--- config.mk ---
export PLATFORM = sky130hd
export DESIGN_NAME = smavg_divide
export DESIGN_NICKNAME = d
export VERILOG_FILES = /design/src/rtl/smavg_pkg.sv /design/src/rtl/smavg_divide.sv
export SDC_FILE = /design/constraint.sdc
export NUM_CORES = 1
export LEC_CHECK = 0
export BUFFER_PORTS_ARGS = -buffer_cell sky130_fd_sc_hd__clkbuf_2
export CAP_MARGIN = 20
export CORE_MARGIN = 2
export CORE_UTILIZATION = 55
export CTS_BUF_LIST = sky130_fd_sc_hd__clkbuf_8 sky130_fd_sc_hd__clkbuf_16
export DETAILED_ROUTE_END_ITERATION = 6
export GPL_TIMING_DRIVEN = 0
export PLACE_DENSITY = 0.73
export SETUP_SLACK_MARGIN = 0.4
export SLEW_MARGIN = 20
export SYNTH_ARGS = -nofsm -noshare
export SYNTH_HDL_FRONTEND = slang
export SYNTH_SLANG_ARGS = --single-unit
--- constraint.sdc ---
create_clock -name clk -period 18.55 [get_ports clk]
set_input_delay 3.71 -clock clk [delete_from_list [all_inputs] [get_ports clk]]
set_output_delay 3.71 -clock clk [all_outputs]
set_load 0.05 [all_outputs]
--- src/rtl/smavg_pkg.sv ---
// Shared types and constants for the six-axis moving-average filter.
// Used by every module under rtl; depends on nothing else.
package smavg_pkg;

	localparam int SAMPLE_W  = 16;
	localparam int NUM_ACCEL = 3;
	localparam int NUM_GYRO  = 3;
	localparam int NUM_CH    = NUM_ACCEL + NUM_GYRO;
	localparam int CFG_W     = 16;
	localparam int CFG_IDX_W = 2;

	localparam logic [CFG_IDX_W-1:0] CFG_GYRO_X_OFFSET = 2'd0;
	localparam logic [CFG_IDX_W-1:0] CFG_GYRO_Y_OFFSET = 2'd1;
	localparam logic [CFG_IDX_W-1:0] CFG_GYRO_Z_OFFSET = 2'd2;

	typedef struct packed {
		logic                       fresh_sample;
		logic signed [SAMPLE_W-1:0] accel_x_in;
		logic signed [SAMPLE_W-1:0] accel_y_in;
		logic signed [SAMPLE_W-1:0] accel_z_in;
		logic signed [SAMPLE_W-1:0] rate_x_in;
		logic signed [SAMPLE_W-1:0] rate_y_in;
		logic signed [SAMPLE_W-1:0] rate_z_in;
	} in_item_t;

	typedef struct packed {
		logic signed [SAMPLE_W-1:0] accel_x_avg;
		logic signed [SAMPLE_W-1:0] accel_y_avg;
		logic signed [SAMPLE_W-1:0] accel_z_avg;
		logic signed [SAMPLE_W-1:0] rate_x_avg;
		logic signed [SAMPLE_W-1:0] rate_y_avg;
		logic signed [SAMPLE_W-1:0] rate_z_avg;
	} out_item_t;

endpackage

--- src/rtl/smavg_divide.sv ---
// Divides a window-sum magnitude by the window depth with a reciprocal multiply.
// Depends on smavg_pkg for the sample width.
module smavg_divide #(
	parameter int WINDOW_DEPTH = 10
) (
	input  logic                                                clk,
	input  logic                                                enable,
	input  logic [smavg_pkg::SAMPLE_W+$clog2(WINDOW_DEPTH)-1:0] mag_s2,
	input  logic                                                neg_s2,
	output logic signed [smavg_pkg::SAMPLE_W-1:0]               avg
);
	import smavg_pkg::*;

	localparam int MAG_W   = SAMPLE_W + $clog2(WINDOW_DEPTH);
	localparam int SHIFT   = MAG_W + $clog2(WINDOW_DEPTH);
	localparam int RECIP_W = MAG_W + 1;
	localparam int PROD_W  = MAG_W + RECIP_W;
	localparam int QUO_W   = SAMPLE_W + 1;
	// Rounded-up reciprocal; with this many fraction bits the quotient is exact
	// over the whole magnitude range.
	localparam logic [RECIP_W-1:0] RECIP =
		RECIP_W'(((longint'(1) << SHIFT) + longint'(WINDOW_DEPTH) - 1) / WINDOW_DEPTH);

	logic [PROD_W-1:0] prod_s3;
	logic              neg_s3;
	logic [QUO_W-1:0]  quo;

	always_ff @(posedge clk) begin
		if (enable) begin
			prod_s3 <= PROD_W'(mag_s2) * PROD_W'(RECIP);
			neg_s3  <= neg_s2;
		end
	end

	assign quo = prod_s3[SHIFT +: QUO_W];
	// Dividing the magnitude and restoring the sign truncates toward zero.
	assign avg = neg_s3 ? SAMPLE_W'(-quo) : SAMPLE_W'(quo);

endmodule

# ---- After elaboration in Yosys (flattened, before gate mapping)
# Index checks and enable logic that the tools add are counted.
dict set report totals {
  reg_bits 40
  inputBits 23
  output_inout_bits 16
  word_cells 5
}
dict set report op_classes {
  n_mul 1
  muxes 1
  addsub 1
}
# operator count
set ops {}
lappend ops {{$mul A20 B20 Y39 const B} 1}
lappend ops {{$mux W16} 1}
lappend ops {{$neg A16 Y16} 1}

# ---- Depth between registers and ports, before layout
dict set report depth {
  depth_word 2
  ltp_mapped 23
  depth_no_buf 22
}

# ---- Least setup slack after synthesis
# Ideal clock, no wire load.
dict set report synth_path {
  path_type {input port to flip-flop}
  startpoint {in mag_s2[4] in the netlist's numbering}
  endpoint {reg prod_s3[39] (data pin)}
  n_path_buf 0
  t_arrival_ns 8.634
  required_ns 18.290
  stages 20
  path_slack_ns 9.656
  setup_ns 0.260
  path_cell_list {ha_1 > ha_1 > inv_1 > fa_1 > inv_1 > fa_1 > fa_1 > fa_1 > inv_1 > fa_1 > inv_1 > ha_1 > o21ai_1 > a211oi_2 > nand4_1 > a31oi_1 > o31ai_4 > o211ai_2 > o211ai_1 > xnor2_1}
}
dict set report synth_via {
  elab_chain_cells 1
}
# item line
set synth_rtl {}
lappend synth_rtl {{start: declaration} smavg_divide.sv:8} ;# input logic [smavg_pkg::SAMPLE_W+$clog2(WINDOW_DEPTH)-1:0] mag_s2,
lappend synth_rtl {{$mul A20 B20 Y39} smavg_divide.sv:30} ;# prod_s3 <= PROD_W'(mag_s2) * PROD_W'(RECIP);
lappend synth_rtl {{end signal: assignment} smavg_divide.sv:30}
lappend synth_rtl {{end: declaration} smavg_divide.sv:24} ;# logic [PROD_W-1:0] prod_s3;
# No other way between the ends.
# A chain may end at the register's enable or synchronous reset.

# ---- Worst setup path after layout
dict set report layout_path {
  startpoint {in mag_s2[8] in the netlist's numbering}
  endpoint {reg prod_s3[26] (data pin)}
}
# Same word-level chain as after synthesis.

==> flow_metrics.tcl <==
set metrics [dict create \
    arrival_ns 9.48 \
    synth_enable_flop_cells 17 \
    fin_crit_sh_pct 51.2 \
    synthArstFlopShare_pct 0 \
    cts_buffer_depth 2 \
    port_buffers 38 \
    cts_resized 0 \
    final_nets 1122 \
    outcome "complete, no violations" \
    ys.flop_type "edfxtp_1" \
    grt_antenna_before_repair 0 \
    insertedDiodeCount 0 \
    viasPerCell 5.50 \
    dr.pass1.iters 4 \
    netlist.area_leader.share_pct 33.7 \
    min_path_type "primary input to flip-flop" \
    numCtsBuffers 3 \
    wl_um 17500 \
    ys_seq_area_share_pct 6.66 \
    die_area_mm2 0.0149 \
    drt-initial-drc-count 153 \
    synth_area_leader_cell "fa_1" \
    grt_pass1_vias 5713 \
    syn_area_mm2 0.00766 \
    grt_usage_pct 24.8 \
    ys_warn_count 0 \
    cts-root-buf "clkbuf_16" \
    utilization_pct 59.5 \
    antenna_left 0 \
    dieWidth_um 122 \
    placementRows 43 \
    htreeDepth 1 \
    crit_chain "clkbuf_2 > ha_1 > clkbuf_1 > xor2_1 > ha_1 > a21o_1 > ha_1 > inv_1 > fa_1 > fa_1 > inv_1 > fa_1 > inv_1 > fa_1 > inv_1 > ha_1 > nand3_1 > a2111oi_0 > a221oi_1 > o22ai_1 > nand2b_4 > nand3_2 > a21oi_1 > nor2b_1" \
    syn_nets 1079 \
    routed.top_layer "met4" \
    area.growth.synth_to_final_pct 6.47 \
    wl_met1_um 7180 \
    ios 39 \
    drc 0 \
    die_h_um 122 \
    yosysUniqueCellTypes 50 \
    drv_cap 0 \
    finalMaxSlewViolations 0 \
    drive_gt1_share_pct 7.65 \
    grt_overflow_total 0 \
    wl_per_cell_um 18.4 \
    synthTopCellsByCount "198 x ha_1, 179 x inv_1, 129 x fa_1, 27 x xor2_1, 22 x xnor2_1" \
    synth_area_leaders "fa_1 34%, ha_1 32%, inv_1 8.8%" \
    worst_setup_path_start_kind "primary input" \
    dp_hpwl_um 15800 \
    grt_pass1_wl_um 28200 \
    holdBufCountCts 0 \
    start_util_pct 55.8 \
    vias 5231 \
    fmax_mhz 105 \
    worst_pin_slew_ns 0.579 \
    grt_max_degree 18 \
    post_cts_buffers 0 \
    clk_pin_slew_worst_paths_ns 0.05 \
    hp-start "neg_s2" \
    holdPathStages 1 \
    synth_seq_cells 17 \
    setup_viol 0 \
    fp.coreArea_mm2 0.0137 \
    slowest_delay_ns 0.57 \
    min_period_ns 9.49 \
    crit_path_end_kind "flip-flop" \
    place.gp.congestion 0.963 \
    wl_met2_um 9100 \
    setup_tns_ns 0 \
    min_to "neg_s3" \
    yosys.cell_count.top_type "ha_1" \
    finalHoldViolCount 0 \
    tritoncts "done" \
    max-slew-margin-rel_pct 61.1 \
    syn_area_per_cell_um2 10.5 \
    cp_max_fo 6 \
    crit_required_ns 18.54 \
    whs_ns 3.64 \
    crit_slowest_cell "fa_1" \
    netlist_instances 729 \
    rsz0062_at_grt "false" \
    numClockSinks 17 \
    wl_met3_um 609 \
    crit_type "primary input to flip-flop" \
]
==> per-stage QoR <==
stage	cell area (um^2)	setup WS (ns)	instances
6_report	8160	9.06	951
5_1_grt	8160	8.73	951
4_1_cts	8160	9.06	951
3_5_place_dp	8080	8.82	947
3_3_place_gp	8080	8.89	947
2_1_floorplan	7660	9.66	729
==> cell type report <==
cell class | instances | area [um^2]
timing repair buffer | 38 | 190
clock buffer | 3 | 75.1
multi-input combinational | 530 | 6460
fill | 1162 | 5560
sequential | 17 | 510
tap | 180 | 225
buffer | 3 | 15.0
inverter | 179 | 672
clock inverter | 1 | 5.00
==> registers in the layout, indices dropped and copies added (netlist names) <==
signal	count
neg_s3	1
prod_s3	16
==> how the worst max path moves through the flow <==
stage	from	endpoint	depth (start not counted)
2_1_floorplan	mag_s2[4]	prod_s3[39]	20
6_report	mag_s2[8]	prod_s3[26]	24
5_1_grt	mag_s2[8]	prod_s3[26]	24
4_1_cts	mag_s2[8]	prod_s3[26]	24
3_5_place_dp	mag_s2[8]	prod_s3[26]	24
3_3_place_gp	mag_s2[0]	prod_s3[39]	21
==> worst max-delay path, delay by kind of cell <==
family,cells,cell delay (ns)
adder cells (fa/ha/maj),8,3.17
AO/OA/AOI/OAI,5,1.17
buffers and inverters,6,0.77
AND/OR/NAND/NOR,4,0.52
XOR/XNOR,1,0.14
==> cells by family (layout without fill, tap and decap cells) <==
kind of cell             Yosys count  after routing  synth area share, %
adder cells (fa/ha/maj)          327            327                 66.0
buffers and inverters            182            224                 8.97
AO/OA/AOI/OAI                     79             79                 7.56
AND/OR/NAND/NOR                   75             75                 5.16
XOR/XNOR                          49             49                 5.60
flip-flops                        17             17                 6.66
==> per-layer routing <==
| layer | GRT usage (%) | vias to the layer above |
|---|---|---|
| met4 | 6.82 | 0 |
| met1 | 31.5 | 2592 |
| met2 | 45.6 | 139 |
| li1 | - | 2465 |
| met5 | 0 | - |
| met3 | 1.83 | 35 |
==> cells in the final DEF (no fill, tap or decap), types with 4 or more instances in the layout <==
cell type,count
and2_1,9
xnor2_1,22
a21o_1,12
xor2_1,27
a21oi_1,15
a211oi_1,5
ha_1,198
nor3_1,6
nand2_1,15
fa_1,129
inv_1,179
nor2_1,13
or3_1,5
clkbuf_2,38
o21ai_0,14
edfxtp_1,17
o31ai_1,4
or2_2,4
nand3_1,10
Power is not shown: default switching activity piles up to over one toggle a cycle in this logic, so the estimate is an artifact.
