--- src/rtl/smavg_pkg.sv ---
// Shared types and constants for the six-axis moving-average filter.
// Used by every module under rtl; depends on nothing else.
package smavg_pkg;

	localparam int SAMPLE_W  = 16;
	localparam int NUM_ACCEL = 3;
	localparam int NUM_GYRO  = 3;
	localparam int NUM_CH    = NUM_ACCEL + NUM_GYRO;
	localparam int CFG_W     = 16;
	localparam int CFG_IDX_W = 2;

	localparam logic [CFG_IDX_W-1:0] CFG_GYRO_X_OFFSET = 2'd0;
	localparam logic [CFG_IDX_W-1:0] CFG_GYRO_Y_OFFSET = 2'd1;
	localparam logic [CFG_IDX_W-1:0] CFG_GYRO_Z_OFFSET = 2'd2;

	typedef struct packed {
		logic                       fresh_sample;
		logic signed [SAMPLE_W-1:0] accel_x_in;
		logic signed [SAMPLE_W-1:0] accel_y_in;
		logic signed [SAMPLE_W-1:0] accel_z_in;
		logic signed [SAMPLE_W-1:0] rate_x_in;
		logic signed [SAMPLE_W-1:0] rate_y_in;
		logic signed [SAMPLE_W-1:0] rate_z_in;
	} in_item_t;

	typedef struct packed {
		logic signed [SAMPLE_W-1:0] accel_x_avg;
		logic signed [SAMPLE_W-1:0] accel_y_avg;
		logic signed [SAMPLE_W-1:0] accel_z_avg;
		logic signed [SAMPLE_W-1:0] rate_x_avg;
		logic signed [SAMPLE_W-1:0] rate_y_avg;
		logic signed [SAMPLE_W-1:0] rate_z_avg;
	} out_item_t;

endpackage

--- src/rtl/smavg_window.sv ---
// One channel's sample window with a running sum, producing the sum's magnitude and sign.
// Depends on smavg_pkg for the sample width.
module smavg_window #(
	parameter int WINDOW_DEPTH = 10
) (
	input  logic                                                   clk,
	input  logic                                                   arst_n,
	input  logic                                                   shift_en,
	input  logic signed [smavg_pkg::SAMPLE_W-1:0]                  sample,
	output logic [smavg_pkg::SAMPLE_W+$clog2(WINDOW_DEPTH)-1:0]    mag_s2,
	output logic                                                   neg_s2
);
	import smavg_pkg::*;

	localparam int SUM_W = SAMPLE_W + $clog2(WINDOW_DEPTH);

	logic signed [SAMPLE_W-1:0] win_q [WINDOW_DEPTH];
	logic signed [SUM_W-1:0]    sum_q;
	logic signed [SUM_W-1:0]    sum_next;
	logic [SUM_W-1:0]           mag_next;

	// The oldest sample leaves the sum as the new one enters it.
	assign sum_next = sum_q + SUM_W'(sample) - SUM_W'(win_q[0]);
	assign mag_next = sum_next[SUM_W-1] ? SUM_W'(-sum_next) : SUM_W'(sum_next);

	always_ff @(posedge clk or negedge arst_n) begin
		if (!arst_n) begin
			for (int i = 0; i < WINDOW_DEPTH; i++) begin
				win_q[i] <= '0;
			end
			sum_q <= '0;
		end else if (shift_en) begin
			for (int i = 0; i < WINDOW_DEPTH - 1; i++) begin
				win_q[i] <= win_q[i+1];
			end
			win_q[WINDOW_DEPTH-1] <= sample;
			sum_q <= sum_next;
		end
	end

	always_ff @(posedge clk) begin
		if (shift_en) begin
			mag_s2 <= mag_next;
			neg_s2 <= sum_next[SUM_W-1];
		end
	end

endmodule

--- config.mk ---
export PLATFORM = sky130hd
export DESIGN_NAME = smavg_window
export DESIGN_NICKNAME = d
export VERILOG_FILES = /design/src/rtl/smavg_pkg.sv /design/src/rtl/smavg_window.sv
export SDC_FILE = /design/constraint.sdc
export NUM_CORES = 1
export LEC_CHECK = 0
export CAP_MARGIN = 25
export CORE_MARGIN = 3
export CORE_UTILIZATION = 47
export DETAILED_ROUTE_END_ITERATION = 7
export DONT_BUFFER_PORTS = 1
export PLACE_DENSITY = 0.66
export SYNTH_ARGS = -nofsm -noshare
export SYNTH_HDL_FRONTEND = slang
export SYNTH_SLANG_ARGS = --single-unit
--- constraint.sdc ---
create_clock -name clk -period 5.4 [get_ports clk]
set_clock_uncertainty 0.2 [all_clocks]
set_input_delay 0.81 -clock clk [delete_from_list [all_inputs] [get_ports clk]]
set_output_delay 0.81 -clock clk [all_outputs]
set_load 0.01 [all_outputs]
== Yosys cells after proc, flatten, opt, wreduce, memory -nomap -nowiden ==
Cells that the tools add are included.

* Bits of input ports: 19
* Bits in registers: 201
* Output and inout bits: 21

* Add/subtract/negate cells: 3
* Muxes and demuxes: 1

{| class="wikitable"
|+ Operators with widths
! cell !! count
|-
| 20-bit by 16-bit adder with 20-bit output || 1
|-
| 20-bit negator || 1
|-
| 20-bit by 16-bit subtractor with 20-bit output || 1
|-
| 19-bit 2-to-1 mux || 1
|}

== Longest topological paths before layout ==
* Word-level depth: 4
* Depth in mapped cells: 15

== Worst setup path before layout ==
No wires, ideal clock.

* Path type: in2reg
* From: input sample[7] in the netlist's numbering
* To: register mag_s2[17] in the netlist's numbering (data pin)
* Setup slack: 1.397 ns
* Setup time: 0.265 ns
* Data arrival time: 3.538 ns
* Stages: 13
* Cell sequence: inv_1 fa_1 inv_1 ha_1 buf_2 a211oi_1 nor2_1 or3_4 o311ai_4 o311ai_1 nor4b_2 a31oi_1 xnor2_1

* Word-level cells in the longest chain between the ends: 4

{| class="wikitable"
|+ Ends and longest elaborated chain
! what !! line !! source
|-
| start: declaration || smavg_window.sv:9 || <nowiki>input logic signed [smavg_pkg::SAMPLE_W-1:0] sample,</nowiki>
|-
| 20-bit by 16-bit adder with 20-bit output * || smavg_window.sv:23 || <nowiki>assign sum_next = sum_q + SUM_W'(sample) - SUM_W'(win_q[0]);</nowiki>
|-
| 20-bit by 16-bit subtractor with 20-bit output * || smavg_window.sv:23 ||
|-
| 20-bit negator || smavg_window.sv:24 || <nowiki>assign mag_next = sum_next[SUM_W-1] ? SUM_W'(-sum_next) : SUM_W'(sum_next);</nowiki>
|-
| 19-bit 2-to-1 mux * || smavg_window.sv:24 ||
|-
| named net mag_next[17] || smavg_window.sv:20 || <nowiki>logic [SUM_W-1:0] mag_next;</nowiki>
|-
| end signal: assignment || smavg_window.sv:43 || <nowiki>mag_s2 <= mag_next;</nowiki>
|-
| end: declaration || smavg_window.sv:10 || <nowiki>output logic [smavg_pkg::SAMPLE_W+$clog2(WINDOW_DEPTH)-1:0] mag_s2,</nowiki>
|}

The timed path passes the listed nets; every way through them passes the cells marked *.
A chain may end at the register's enable or synchronous reset.

== Worst setup path in the final report ==
* From: register win_q[148] in the netlist's numbering
* To: register mag_s2[16] in the netlist's numbering (data pin)

* Word-level cells in the longest chain between the ends: 3

{| class="wikitable"
|+ Ends and longest elaborated chain
! what !! line !! source
|-
| start: declaration || smavg_window.sv:17 || <nowiki>logic signed [SAMPLE_W-1:0] win_q [WINDOW_DEPTH];</nowiki>
|-
| start signal: indexed assignment || smavg_window.sv:34 || <nowiki>win_q[i] <= win_q[i+1];</nowiki>
|-
| start signal: indexed assignment || smavg_window.sv:36 || <nowiki>win_q[WINDOW_DEPTH-1] <= sample;</nowiki>
|-
| 20-bit by 16-bit subtractor with 20-bit output * || smavg_window.sv:23 ||
|-
| 20-bit negator || smavg_window.sv:24 ||
|-
| 19-bit 2-to-1 mux * || smavg_window.sv:24 ||
|-
| named net mag_next[16] || smavg_window.sv:20 ||
|}

Marked as above.

==> flow_summary.toml <==
[clocking]
htreeDepth = 1
clockBufferDepth = 3
numCtsBuffers = 22
path_clk_slew_ns = 0.05
cts_hold_buf = 1
cts_resized = 0
cts_root_buf = "clkbuf_16"
clk_latency_ns = 0.50
clock-sinks = 201
tritoncts = "done"
cts_setup_buffers = 0

[sta]
finalMaxSlewViolations = 0
worst_pin_slew_ns = 0.961
final-hold-violation-count = 0
tns_ns = 0
fin_crit_sh = 0.731
grt_setup_unrepaired = "false"
max_freq_ghz = 0.253
min_period_ns = 3.95
finalSetupViolations = 0
slew_headroom = 0.360

[yosys]
avgSynthCellArea_um2 = 13.1
synth_nets = 775
synthTopCellsByArea = "dfrtp_1 48%, mux2_2 19%, edfxtp_1 6.7%"
synth-edff-count = 21
synth_top_flop_cell = "dfrtp_1"
syn_area_um2 = 9340
synthArstFlopShare = 0.896
synth_seq_area_share = 0.550
syn_inst = 715
yosysTopAreaCellShare = 0.482
ys_types = 55
synth_top_area_cell = "dfrtp_1"
yosysWarnings = 0
synth-seq-cells = 201

[floorplan]
die_x_um = 147
start_util = 0.488
die_area_um2 = 21600
io_pins = 40
rows = 50
die_y_um = 147
core_area_um2 = 19100

[outcome]
status = "finished clean"

[cells_and_area]
final_common_cell = "dfrtp_1"
drive_gt1_frac = 0.285
fin_nets = 771
area_growth_pct = 10.3
n_fill_cell = 1643
antennaDiodeCount = 0
mostFrequentLayoutCells = "180 x dfrtp_1, 161 x mux2_2, 78 x inv_1, 26 x nor2_1, 24 x clkbuf_16"

[grt]
grt_pass1_wl_um = 26700
antenna_found_initial = 0
grt_max_degree = 217
grt_usage = 0.146
grt_pass1_vias = 5519
overflow = 0

[drt]
totalWireLength_um = 15000
routed-via-count = 5142
ant_nets = 0
firstDrtPassIters = 4
drtIter0Drc = 397
viasPerCell = 5.23
drc = 0
wire_per_inst_um = 15.2

[placement]
io_buffers = 0
gp_congestion = 0.861
dp_hpwl_um = 9890

[worst_setup_path]
r2r-end = "mag_s2[16]"
worstPathMaxFanout = 6
cp.arrival_ns = 3.96
r2r-start = "win_q[148]"
rrSetupSlack_ns = 1.45
endpoint_kind = "register"
rr_worst_depth = 12
critPathKind = "reg2reg"
crit_required_ns = 5.41
start_kind = "register"

[hold_path]
hp-class = "in2async"

[run]
maxCapViolCount = 0
## per-layer routing
metal / routed length, µm / vias up / part of all wire / GRT usage
met2: 6980 / 111 / 0.47 / 0.226
li1: - / 2439 / - / -
met1: 6950 / 2559 / 0.46 / 0.205
met3: 694 / 33 / 0.046 / 0.0305
met5: 0 / - / 0 / 0
met4: 363 / 0 / 0.024 / 0.0522
## sequential cells by signal (all words and copies together) (netlist names)
| name | cells |
|---|---|
| mag_s2 | 20 |
| neg_s2 | 1 |
| sum_q | 20 |
| win_q | 160 |
## cells in the mapped netlist (3+ instances only)
cell	count
dfrtp_1	180
mux2_2	161
inv_1	78
nor2_1	26
a21oi_1	23
clkbuf_1	23
ha_1	22
o21ai_0	22
edfxtp_1	21
xnor2_1	21
nand2_1	20
fa_1	19
nor3_1	12
xor2_1	12
a211oi_1	5
a21o_1	5
a31oi_1	5
buf_2	4
mux2i_1	4
nand3_1	4
nor2b_1	4
o21a_1	4
nand4_1	3
o21ai_1	3
## stage by stage
step	setup slack, ns	std cells	hold slack [ns]	instance area [µm²]	util
CTS	1.47	983	0.186	10300	0.538
finish	1.45	983	0.0663	10300	0.538
detailed placement	1.00	946	0.279	9550	0.499
floorplan	1.40	715	0.249	9340	-
global placement	1.08	946	0.282	9550	0.499
global route	1.21	983	0.169	10300	0.538
## kinds of logic (layout without fill, tap and decap cells)
group           Yosys count  count (layout)  share of synthesized area
xor+xnor                 33              33                     0.0309
flops                   201             201                      0.550
fa+ha+maj                41              41                     0.0702
simple gates             86              86                     0.0485
mux                     165             165                      0.198
compound gates           80              80                     0.0576
buf+inv                 109             117                     0.0449
## layout make-up
type                            count  area (µm²)  share of cell area
Sequential cell                   201        5130               0.498
Multi-Input combinational cell    405        3790               0.368
Clock buffer                       32         651              0.0632
Tap cell                          260         325              0.0316
Inverter                           79         297              0.0288
Clock inverter                      4        70.1             0.00680
Timing Repair Buffer                2        35.0             0.00340
## worst max-delay path: stages (launching register included)
cell      delay, ns
dfrtp_1        0.40
fa_1           0.50
inv_1          0.04
ha_1           0.37
a21o_1         0.22
a31oi_2        0.17
a211oi_2       0.12
o41ai_4        0.46
a21oi_1        0.16
xnor2_1        0.43
and3_4         0.32
a31oi_1        0.09
xor2_1         0.17
## how the worst max path moves through the flow
stage	start	endpoint	slack (ns)	cells after the start
6_report	win_q[148]	mag_s2[16]	1.45	12
5_1_grt	win_q[145]	mag_s2[13]	1.21	12
4_1_cts	win_q[145]	mag_s2[13]	1.47	12
3_5_place_dp	sample[1]	mag_s2[13]	1.00	13
3_3_place_gp	sample[1]	mag_s2[13]	1.08	13
2_1_floorplan	sample[7]	mag_s2[17]	1.40	13
Power is left out: the tool's default activity adds up to more than one toggle a clock period on the data nets, which glitch-free logic cannot reach.
